`src/rtl/assert_macros.svh`:
```
// Assertion macros for the RTL of the receive framer.
`ifndef ASSERT_MACROS_SVH
`define ASSERT_MACROS_SVH

// A condition that holds at every clock edge outside reset.
`define ASSERT_ALWAYS(label, clk, rst_n, cond) \
  label: assert property (@(posedge clk) disable iff (!rst_n) (cond)) \
    else $error("assertion failed: condition");

// A condition that implies another in the same cycle.
`define ASSERT_IMPLIES(label, clk, rst_n, ante, cons) \
  label: assert property (@(posedge clk) disable iff (!rst_n) (ante) |-> (cons)) \
    else $error("assertion failed: implication");

`endif

```
`src/rtl/mrsf_pkg.sv`:
```
// Package of the receive framer: sizes, codes, types and helper functions.
package mrsf_pkg;

  localparam int STORE_DEPTH = 512;
  localparam int TIMER_BITS  = 16;
  localparam int PTR_W       = $clog2(STORE_DEPTH);
  localparam int CNT_W       = $clog2(STORE_DEPTH + 1);
  localparam int LIMIT_W     = 16;
  localparam int CMP_W       = (TIMER_BITS > LIMIT_W) ? TIMER_BITS : LIMIT_W;

  localparam logic [7:0]         SLAVE_ADDR_RST = 8'd1;
  localparam logic [LIMIT_W-1:0] GAP_LIMIT_RST  = LIMIT_W'(3580);
  localparam logic [LIMIT_W-1:0] IDLE_LIMIT_RST = LIMIT_W'(6445);

  typedef enum logic [2:0] {
    OP_RX_BYTE  = 3'd0,
    OP_TICK     = 3'd1,
    OP_TX_BEGIN = 3'd2,
    OP_TX_END   = 3'd3,
    OP_READ     = 3'd4,
    OP_CLEAR    = 3'd5
  } op_t;

  typedef enum logic [1:0] {
    CFG_SLAVE_ADDR = 2'd0,
    CFG_GAP_LIMIT  = 2'd1,
    CFG_IDLE_LIMIT = 2'd2
  } cfg_idx_t;

  typedef enum logic [3:0] {
    M_ROUNDTRIP  = 4'b0001,
    M_FRAMESTART = 4'b0010,
    M_RECEIVING  = 4'b0100,
    M_TRANSMIT   = 4'b1000
  } mode_t;

  localparam logic [1:0] MODE_CODE_ROUNDTRIP  = 2'd0;
  localparam logic [1:0] MODE_CODE_FRAMESTART = 2'd1;
  localparam logic [1:0] MODE_CODE_RECEIVING  = 2'd2;
  localparam logic [1:0] MODE_CODE_TRANSMIT   = 2'd3;

  typedef struct packed {
    logic [1:0]       mode;
    logic             frame_done;
    logic [CNT_W-1:0] frame_bytes;
    logic             frame_dropped;
    logic             tx_granted;
    logic             read_valid;
    logic [CNT_W-1:0] available;
  } res_t;

  function automatic logic [1:0] mode_code(input mode_t m);
    logic [1:0] c;
    case (m)
      M_FRAMESTART: c = MODE_CODE_FRAMESTART;
      M_RECEIVING:  c = MODE_CODE_RECEIVING;
      M_TRANSMIT:   c = MODE_CODE_TRANSMIT;
      default:      c = MODE_CODE_ROUNDTRIP;
    endcase
    return c;
  endfunction

  function automatic logic [PTR_W-1:0] ptr_next(input logic [PTR_W-1:0] p);
    logic [PTR_W-1:0] n;
    if (p == PTR_W'(STORE_DEPTH - 1)) begin
      n = '0;
    end else begin
      n = p + PTR_W'(1);
    end
    return n;
  endfunction

endpackage

```
`src/rtl/modbus_rtu_slave_rx_framer_unit.sv`:
```
// Top level of the Modbus RTU slave receive framer.
//
//   channel  direction  handshake          contents
//   in_      input      in_valid/in_stall  op, rx_data, framing_error, parity_error
//   out_     output     out_valid/out_stall mode, frame flags, read byte, available
//   cfg_     input      cfg_valid/cfg_ready slave address, gap limit, idle limit
//
// One transaction is taken per cycle while in_stall is low; each gives one result
// via the wait stage and the output register. The byte store is a 512-entry RAM
// with registered read data; the extra result stage waits for its read data.
// State updates the cycle a transaction is taken. Reset is synchronous and needs
// no clearing pass. A stalled output holds two results before in_stall rises.
module modbus_rtu_slave_rx_framer_unit
  import mrsf_pkg::*;
(
  input  logic             clk,
  input  logic             rst_n,
  input  logic             in_valid,
  output logic             in_stall,
  input  logic [2:0]       in_op,
  input  logic [7:0]       in_rx_data,
  input  logic             in_framing_error,
  input  logic             in_parity_error,
  output logic             out_valid,
  input  logic             out_stall,
  output logic [1:0]       out_mode,
  output logic             out_frame_done,
  output logic [CNT_W-1:0] out_frame_bytes,
  output logic             out_frame_dropped,
  output logic             out_tx_granted,
  output logic             out_read_valid,
  output logic [7:0]       out_read_data,
  output logic [CNT_W-1:0] out_available,
  input  logic             cfg_valid,
  output logic             cfg_ready,
  input  logic [1:0]       cfg_index,
  input  logic [15:0]      cfg_data
);

  logic             accept;
  res_t             res;
  res_t             out_res;
  logic             ram_we;
  logic [PTR_W-1:0] ram_waddr;
  logic [7:0]       ram_wdata;
  logic             ram_re;
  logic [PTR_W-1:0] ram_raddr;
  logic [7:0]       ram_rdata;

  assign cfg_ready = 1'b1;
  assign accept    = in_valid && !in_stall;

  mrsf_ctrl u_ctrl (
    .clk           (clk),
    .rst_n         (rst_n),
    .cfg_we        (cfg_valid && cfg_ready),
    .cfg_index     (cfg_index),
    .cfg_data      (cfg_data),
    .accept        (accept),
    .op            (in_op),
    .rx_data       (in_rx_data),
    .framing_error (in_framing_error),
    .parity_error  (in_parity_error),
    .res           (res),
    .ram_we        (ram_we),
    .ram_waddr     (ram_waddr),
    .ram_wdata     (ram_wdata),
    .ram_re        (ram_re),
    .ram_raddr     (ram_raddr)
  );

  mrsf_ram #(
    .WIDTH (8),
    .DEPTH (STORE_DEPTH)
  ) u_store (
    .clk   (clk),
    .we    (ram_we),
    .waddr (ram_waddr),
    .wdata (ram_wdata),
    .re    (ram_re),
    .raddr (ram_raddr),
    .rdata (ram_rdata)
  );

  mrsf_outq u_outq (
    .clk           (clk),
    .rst_n         (rst_n),
    .accept        (accept),
    .res           (res),
    .ram_rdata     (ram_rdata),
    .out_stall     (out_stall),
    .in_stall      (in_stall),
    .out_valid     (out_valid),
    .out_res       (out_res),
    .out_read_data (out_read_data)
  );

  assign out_mode          = out_res.mode;
  assign out_frame_done    = out_res.frame_done;
  assign out_frame_bytes   = out_res.frame_bytes;
  assign out_frame_dropped = out_res.frame_dropped;
  assign out_tx_granted    = out_res.tx_granted;
  assign out_read_valid    = out_res.read_valid;
  assign out_available     = out_res.available;

endmodule

```
`src/rtl/mrsf_ram.sv`:
```
// Generic single-write, single-read RAM with registered read data.
module mrsf_ram #(
  parameter int WIDTH = 8,
  parameter int DEPTH = 512
) (
  input  logic                     clk,
  input  logic                     we,
  input  logic [$clog2(DEPTH)-1:0] waddr,
  input  logic [WIDTH-1:0]         wdata,
  input  logic                     re,
  input  logic [$clog2(DEPTH)-1:0] raddr,
  output logic [WIDTH-1:0]         rdata
);

  logic [WIDTH-1:0] mem [DEPTH];
  logic [WIDTH-1:0] rdata_r;

  always_ff @(posedge clk) begin
    if (we) begin
      mem[waddr] <= wdata;
    end
    if (re) begin
      rdata_r <= mem[raddr];
    end
  end

  assign rdata = rdata_r;

endmodule

```
`src/rtl/mrsf_ctrl.sv`:
```
// Framer control: configuration, mode, gap timer, pointers, counts and store access.
`include "assert_macros.svh"
module mrsf_ctrl
  import mrsf_pkg::*;
(
  input  logic               clk,
  input  logic               rst_n,
  input  logic               cfg_we,
  input  logic [1:0]         cfg_index,
  input  logic [15:0]        cfg_data,
  input  logic               accept,
  input  logic [2:0]         op,
  input  logic [7:0]         rx_data,
  input  logic               framing_error,
  input  logic               parity_error,
  output res_t               res,
  output logic               ram_we,
  output logic [PTR_W-1:0]   ram_waddr,
  output logic [7:0]         ram_wdata,
  output logic               ram_re,
  output logic [PTR_W-1:0]   ram_raddr
);

  logic [7:0]            addr_r;
  logic [LIMIT_W-1:0]    gap_r;
  logic [LIMIT_W-1:0]    idle_r;

  mode_t                 mode_r, mode_nxt;
  logic [TIMER_BITS-1:0] timer_r, timer_nxt;
  logic                  running_r, running_nxt;
  logic                  late_r, late_nxt;
  logic [PTR_W-1:0]      wp_r, wp_nxt;
  logic [PTR_W-1:0]      rp_r, rp_nxt;
  logic [CNT_W-1:0]      comm_r, comm_nxt;
  logic [CNT_W-1:0]      pend_r, pend_nxt;

  logic [CNT_W:0]        fill_sum;
  logic                  store_full;
  logic [CNT_W:0]        wp_back;
  logic [CNT_W:0]        wp_back_wrap;
  logic [TIMER_BITS-1:0] timer_inc;
  logic                  store_en;
  logic                  read_en;

  always_ff @(posedge clk) begin
    if (!rst_n) begin
      addr_r <= SLAVE_ADDR_RST;
      gap_r  <= GAP_LIMIT_RST;
      idle_r <= IDLE_LIMIT_RST;
    end else if (cfg_we) begin
      case (cfg_index)
        CFG_SLAVE_ADDR: addr_r <= cfg_data[7:0];
        CFG_GAP_LIMIT:  gap_r  <= cfg_data[LIMIT_W-1:0];
        CFG_IDLE_LIMIT: idle_r <= cfg_data[LIMIT_W-1:0];
        default: ;
      endcase
    end
  end

  assign fill_sum     = {1'b0, comm_r} + {1'b0, pend_r};
  assign store_full   = fill_sum >= (CNT_W + 1)'(STORE_DEPTH);
  assign wp_back      = (CNT_W + 1)'(wp_r) + (CNT_W + 1)'(STORE_DEPTH) - {1'b0, pend_r};
  assign wp_back_wrap = (wp_back >= (CNT_W + 1)'(STORE_DEPTH))
                        ? wp_back - (CNT_W + 1)'(STORE_DEPTH) : wp_back;
  assign timer_inc    = timer_r + TIMER_BITS'(1);

  always_comb begin
    mode_nxt          = mode_r;
    timer_nxt         = timer_r;
    running_nxt       = running_r;
    late_nxt          = late_r;
    wp_nxt            = wp_r;
    rp_nxt            = rp_r;
    comm_nxt          = comm_r;
    pend_nxt          = pend_r;
    store_en          = 1'b0;
    read_en           = 1'b0;
    res.frame_done    = 1'b0;
    res.frame_bytes   = '0;
    res.frame_dropped = 1'b0;
    res.tx_granted    = 1'b0;
    res.read_valid    = 1'b0;
    case (op)
      OP_RX_BYTE: begin
        timer_nxt   = '0;
        running_nxt = 1'b1;
        if (mode_r == M_FRAMESTART || mode_r == M_RECEIVING) begin
          if (late_r || framing_error || parity_error || store_full) begin
            wp_nxt            = wp_back_wrap[PTR_W-1:0];
            pend_nxt          = '0;
            mode_nxt          = M_ROUNDTRIP;
            late_nxt          = 1'b0;
            res.frame_dropped = 1'b1;
          end else if (mode_r == M_FRAMESTART) begin
            if (rx_data == addr_r) begin
              store_en = 1'b1;
              mode_nxt = M_RECEIVING;
            end else begin
              mode_nxt = M_ROUNDTRIP;
            end
          end else begin
            store_en = 1'b1;
          end
        end
        if (store_en) begin
          wp_nxt   = ptr_next(wp_r);
          pend_nxt = pend_r + CNT_W'(1);
        end
      end
      OP_TICK: begin
        if (running_r) begin
          timer_nxt = timer_inc;
          if (CMP_W'(timer_inc) == CMP_W'(gap_r)) begin
            late_nxt = 1'b1;
          end
          if (CMP_W'(timer_inc) == CMP_W'(idle_r)) begin
            res.frame_done  = 1'b1;
            res.frame_bytes = pend_r;
            comm_nxt        = fill_sum[CNT_W-1:0];
            pend_nxt        = '0;
            mode_nxt        = M_FRAMESTART;
            running_nxt     = 1'b0;
            late_nxt        = 1'b0;
          end
        end
      end
      OP_TX_BEGIN: begin
        if (mode_r == M_FRAMESTART) begin
          mode_nxt       = M_TRANSMIT;
          res.tx_granted = 1'b1;
        end
      end
      OP_TX_END: begin
        if (mode_r == M_TRANSMIT) begin
          late_nxt    = 1'b0;
          timer_nxt   = '0;
          running_nxt = 1'b1;
          mode_nxt    = M_ROUNDTRIP;
        end
      end
      OP_READ: begin
        if (comm_r != '0) begin
          read_en        = 1'b1;
          res.read_valid = 1'b1;
          rp_nxt         = ptr_next(rp_r);
          comm_nxt       = comm_r - CNT_W'(1);
        end
      end
      OP_CLEAR: begin
        comm_nxt = '0;
        pend_nxt = '0;
        rp_nxt   = '0;
        wp_nxt   = '0;
      end
      default: ;
    endcase
    res.mode      = mode_code(mode_nxt);
    res.available = comm_nxt;
  end

  always_ff @(posedge clk) begin
    if (!rst_n) begin
      mode_r    <= M_ROUNDTRIP;
      timer_r   <= '0;
      running_r <= 1'b1;
      late_r    <= 1'b0;
      wp_r      <= '0;
      rp_r      <= '0;
      comm_r    <= '0;
      pend_r    <= '0;
    end else if (accept) begin
      mode_r    <= mode_nxt;
      timer_r   <= timer_nxt;
      running_r <= running_nxt;
      late_r    <= late_nxt;
      wp_r      <= wp_nxt;
      rp_r      <= rp_nxt;
      comm_r    <= comm_nxt;
      pend_r    <= pend_nxt;
    end
  end

  assign ram_we    = accept && store_en;
  assign ram_waddr = wp_r;
  assign ram_wdata = rx_data;
  assign ram_re    = accept && read_en;
  assign ram_raddr = rp_r;

  `ASSERT_ALWAYS(a_fill_bound, clk, rst_n, fill_sum <= (CNT_W + 1)'(STORE_DEPTH))
  `ASSERT_IMPLIES(a_pend_only_rx, clk, rst_n, mode_r != M_RECEIVING, pend_r == '0)
  `ASSERT_IMPLIES(a_timer_stop, clk, rst_n, !running_r,
                  mode_r == M_FRAMESTART || mode_r == M_TRANSMIT)

endmodule

```
`src/rtl/mrsf_outq.sv`:
```
// Result pipeline: one stage waiting for store read data, then the output register.
module mrsf_outq
  import mrsf_pkg::*;
(
  input  logic             clk,
  input  logic             rst_n,
  input  logic             accept,
  input  res_t             res,
  input  logic [7:0]       ram_rdata,
  input  logic             out_stall,
  output logic             in_stall,
  output logic             out_valid,
  output res_t             out_res,
  output logic [7:0]       out_read_data
);

  logic       p_valid_r, p_valid_nxt;
  res_t       p_res_r;
  logic       o_valid_r, o_valid_nxt;
  res_t       o_res_r;
  logic [7:0] o_data_r;
  logic       o_free;
  logic       p_adv;

  assign o_free   = !o_valid_r || !out_stall;
  assign p_adv    = p_valid_r && o_free;
  assign in_stall = p_valid_r && !o_free;

  always_comb begin
    p_valid_nxt = p_valid_r;
    if (accept) begin
      p_valid_nxt = 1'b1;
    end else if (p_adv) begin
      p_valid_nxt = 1'b0;
    end
    o_valid_nxt = o_valid_r;
    if (p_adv) begin
      o_valid_nxt = 1'b1;
    end else if (!out_stall) begin
      o_valid_nxt = 1'b0;
    end
  end

  always_ff @(posedge clk) begin
    if (!rst_n) begin
      p_valid_r <= 1'b0;
      o_valid_r <= 1'b0;
    end else begin
      p_valid_r <= p_valid_nxt;
      o_valid_r <= o_valid_nxt;
    end
  end

  always_ff @(posedge clk) begin
    if (accept) begin
      p_res_r <= res;
    end
    if (p_adv) begin
      o_res_r  <= p_res_r;
      o_data_r <= p_res_r.read_valid ? ram_rdata : 8'd0;
    end
  end

  assign out_valid     = o_valid_r;
  assign out_res       = o_res_r;
  assign out_read_data = o_data_r;

endmodule

```
`config.mk`:
```
export PLATFORM = sky130hd
export DESIGN_NAME = modbus_rtu_slave_rx_framer_unit
export DESIGN_NICKNAME = d
export VERILOG_FILES = /design/src/rtl/mrsf_pkg.sv /design/src/rtl/modbus_rtu_slave_rx_framer_unit.sv /design/src/rtl/mrsf_ram.sv /design/src/rtl/mrsf_ctrl.sv /design/src/rtl/mrsf_outq.sv
export VERILOG_INCLUDE_DIRS = /design/src /design/src/rtl
export SDC_FILE = /design/constraint.sdc
export NUM_CORES = 2
export LEC_CHECK = 0
export BUFFER_PORTS_ARGS = -buffer_cell sky130_fd_sc_hd__buf_2
export CELL_PAD_IN_SITES_DETAIL_PLACEMENT = 1
export CELL_PAD_IN_SITES_GLOBAL_PLACEMENT = 1
export CORE_ASPECT_RATIO = 0.7
export CORE_MARGIN = 4
export CORE_UTILIZATION = 52
export CTS_CLUSTER_DIAMETER = 60
export DETAILED_ROUTE_END_ITERATION = 12
export GPL_ROUTABILITY_DRIVEN = 0
export PLACE_DENSITY_LB_ADDON = 0.2
export SETUP_SLACK_MARGIN = 0.02
export SYNTH_ARGS = -nofsm -noshare
export SYNTH_HDL_FRONTEND = slang
export SYNTH_SLANG_ARGS = --single-unit
```
`constraint.sdc`:
```
create_clock -name clk -period 8.9 [get_ports clk]
set_input_delay 1.335 -clock clk [delete_from_list [all_inputs] [get_ports clk]]
set_output_delay 1.335 -clock clk [all_outputs]
set_load 0.005 [all_outputs]
```
==> impl_metrics.csv <==
group,metric,value,unit
sta,skew,0.0720,ns
yosys,synth_most_common_cell,"edfxtp_1",
yosys,ys_seq_area_frac,0.762,
yosys,synthCells,7526,
clock_tree,clock-sinks,4266,
cells_and_area,syn_to_final_growth,11.0,%
clock_tree,ctsHoldBuffers,0,
yosys,async_reset_ff_frac,0,
setup_path,cp-start-kind,"input port",
yosys,synth_ff_type,"edfxtp_1",
setup_path,required,9.44,ns
hold_path,hold_path.class,"flop to flop",
run_status,status,"finished, violations left",
yosys,synth_nets,7592,
flow_run,cap_violations,1,
routing,first_pass_iters,5,
yosys,synth_top_family_by_area,"multiplexers",
clock_tree,cts_tree,"done",
placed_design,place_area,172000,sq um
yosys,yosys.area_share.simple,0.0270,
floorplanning,rows,173,
run_status,violations,"max-capacitance violations, max-slew violations",
floorplanning,die_height,482,um
sta,period_share,0.674,
routing,ant_nets,0,
yosys,syn_area,167000,sq um
global_routing,grt_pass1_vias,81400,
clock_tree,cts_setup_buffers,0,
yosys,synthAdderAreaFrac,0.00234,
placed_design,port_buffers,71,
power,p_per_area,219,nW/um^2
power,p_leak,0.0549,uW
cells_and_area,register_area,127000,sq um
cells_and_area,nNetsFinal,7757,
yosys,synth_compound_area_frac,0.00969,
global_routing,antenna_found_initial,21,
yosys,synth_warnings,0,
sta,slew_viol_final,8,
setup_path,worst_ep_arrival_time,6.54,ns
routing,drtIter0Drc,12600,
clock_tree,path_clk_slew,0.06,ns
floorplanning,placeableCoreArea,318000,sq um
yosys,muxShareOfSynthArea,0.182,
sta,fin_crit,6.00,ns
power,vdd_ir_drop_max,0.191,mV
hold_path,min_path_cells,0,
yosys,synth_edf_count,4164,
yosys,synth-xor-area-share,0.00461,
cells_and_area,multi_input_area,37900,sq um
floorplanning,start_util,0.524,
cells_and_area,drive_gt1_frac,0.272,
placed_design,dp.cells,11600,
sta,setup_viol,0,
cells_and_area,nFillCells,26100,
floorplanning,io_pins,73,
routing,wire_per_inst,37.5,um
placed_design,post-dp-hpwl,281,mm
routing,drc,0,
sta,hold_viol,0,
clock_tree,clk_latency,0.96,ns
setup_path,path_class,"input port to flop",
setup_path,crit_fanout,88,
global_routing,grt_overflow,0,
clock_tree,cts_buffers,394,
setup_path,r2r_cells,12,
routing,vias,82500,
floorplanning,die-width,685,um
global_routing,grt_max_degree,158,
yosys,synth.area.top_cells,"edfxtp_1 75%, mux4_2 18%, nor2_1 1.4%, dfxtp_1 1.2%, clkbuf_1 0.57%",
routing,vias_per_cell,6.71,
sta,grt_setup_unrepaired,"false",
yosys,synth_top_cell_area_share,0.749,
sta,timing.fmax,167,MHz
sta,tns,0,ns
clock_tree,htree_levels,5,
cells_and_area,fin_area,185000,sq um
clock_tree,clk_path_buf_depth,4,
yosys,yosysUniqueCellTypes,76,
yosys,synth_top_cells_by_count,"4164 x edfxtp_1, 1328 x mux4_2, 606 x nor2_1",
clock_tree,cts_resized,0,
sta,slew_headroom,-0.0151,
yosys,yosys.area.top_type,"edfxtp_1",
clock_tree,clockRootBuffer,"clkbuf_16",
cells_and_area,stdcell_count,12300,
sta,tightestPinTransition,1.52,ns
global_routing,track_usage,0.281,
yosys,avgSynthCellArea,22.2,sq um
global_routing,grt_pass1_wl,655,mm
routing,routed_wl,461,mm
floorplanning,die_area,330000,sq um
setup_path,end_kind,"flop",
yosys,ys_ff_latch,4266,
[flip-flops by register name, indices dropped and copies added, names as in the netlist]
name / cells
u_ctrl.ram_waddr: 9
u_ctrl.timer_r: 16
u_ctrl.comm_r: 10
u_outq.out_valid: 1
u_store.rdata: 8
u_ctrl.late_r: 1
u_store.mem: 4096
u_outq.p_valid_r: 1
u_ctrl.mode_r: 4
u_outq.out_read_data: 8
u_ctrl.pend_r: 10
u_ctrl.ram_raddr: 9
u_outq.p_res_r: 26
u_ctrl.addr_r: 8
u_ctrl.gap_r: 16
u_ctrl.running_r: 1
u_outq.out_res: 26
u_ctrl.idle_r: 16
[logic make-up (layout without fill, tap and decap cells)]
kind of cell               Yosys count  after routing
AOI/OAI and AO/OA                  258            258
xor gates and xnor gates            80             80
adders and majority gates           30             30
buffers and inverters              480            951
DFF                               4266           4266
muxes                             1378           1378
other                                1              9
and+or+nand+nor                   1033           1033
[through the flow]
stage                     hold slack [ns]  worst slack, ns   util  total power [uW]
after floorplan                     0.400             4.57      -             23100
after global placement              0.400             2.09  0.541             23800
after detailed placement            0.406             2.06  0.541             23800
after CTS                           0.422             3.05  0.582             40700
after global routing                0.433             2.75  0.582             41700
final                               0.418             2.90  0.582             40500
[power breakdown]
group / leakage [uW] / internal [uW] / switching (uW)
clock network: 0.00628 / 9780 / 7390
logic: 0.0104 / 448 / 829
registers: 0.0383 / 22000 / 22.0
total: 0.0549 / 32300 / 8240
[placed cells by master (no fill, tap or decap), types with 9 or more instances in the layout]
master,synthesis,final
nor2_1,606,606
buf_2,143,63
edfxtp_1,4164,4164
nand2b_1,15,15
a211oi_1,9,9
a21oi_1,94,94
clkbuf_1,255,71
clkinv_1,0,68
inv_1,27,26
nand4_1,16,16
xnor2_1,39,39
buf_4,13,128
o22ai_1,10,10
o21ai_0,47,46
clkinv_2,0,72
or3_1,12,12
a22oi_1,19,19
and2_1,23,22
nor2b_1,18,17
bufinv_16,0,49
a31oi_1,9,9
mux4_2,1328,1328
and3_1,13,13
xor2_1,36,36
nand2_1,184,172
dfxtp_1,102,96
clkinvlp_4,0,16
nand3_1,55,51
nor3_1,43,42
clkbuf_16,0,405
a21o_1,11,11
ha_1,28,28
mux2i_1,45,45
buf_12,0,22
[final timing paths]
kind	start	to	slack [ns]
worst max register to register	u_ctrl.pend_r[0]	u_store.mem[231][1]	3.03
worst max-delay path	in_rx_data[4]	u_store.mem[231][1]	2.90
worst min-delay path	u_outq.p_res_r[19]	u_outq.out_res[19]	0.42
worst min register to register	u_outq.p_res_r[19]	u_outq.out_res[19]	0.42
[cell type report]
| cell class | instances | area share |
|---|---|---|
| inverters | 28 | 0.000568 |
| clock buffers | 481 | 0.0565 |
| multi-input cells | 2780 | 0.205 |
| flip-flops and latches | 4266 | 0.686 |
| well taps | 4287 | 0.0290 |
| clock inverters | 221 | 0.0128 |
| diodes | 8 | 0.000108 |
| repair buffers | 221 | 0.00992 |
[critical path: stages]
cell and delay, ns:
buf_8 0.45, xnor2_1 0.23, nand4_1 0.19, o21ai_1 0.33, buf_4 0.20, and2_1 0.25, nand4_2 0.74, nor3_1 0.97
nand2_1 0.75, nor2_1 0.85
[routing by layer]
metal / up-vias / global-route usage / wire length [um]
li1: 31900 / - / -
met1: 44400 / 0.451 / 197000
met2: 5647 / 0.378 / 193000
met3: 582 / 0.0931 / 62100
met4: 6 / 0.0568 / 9860
met5: - / 0 / 34
No activity file was read; power rests on OpenSTA's default activity.
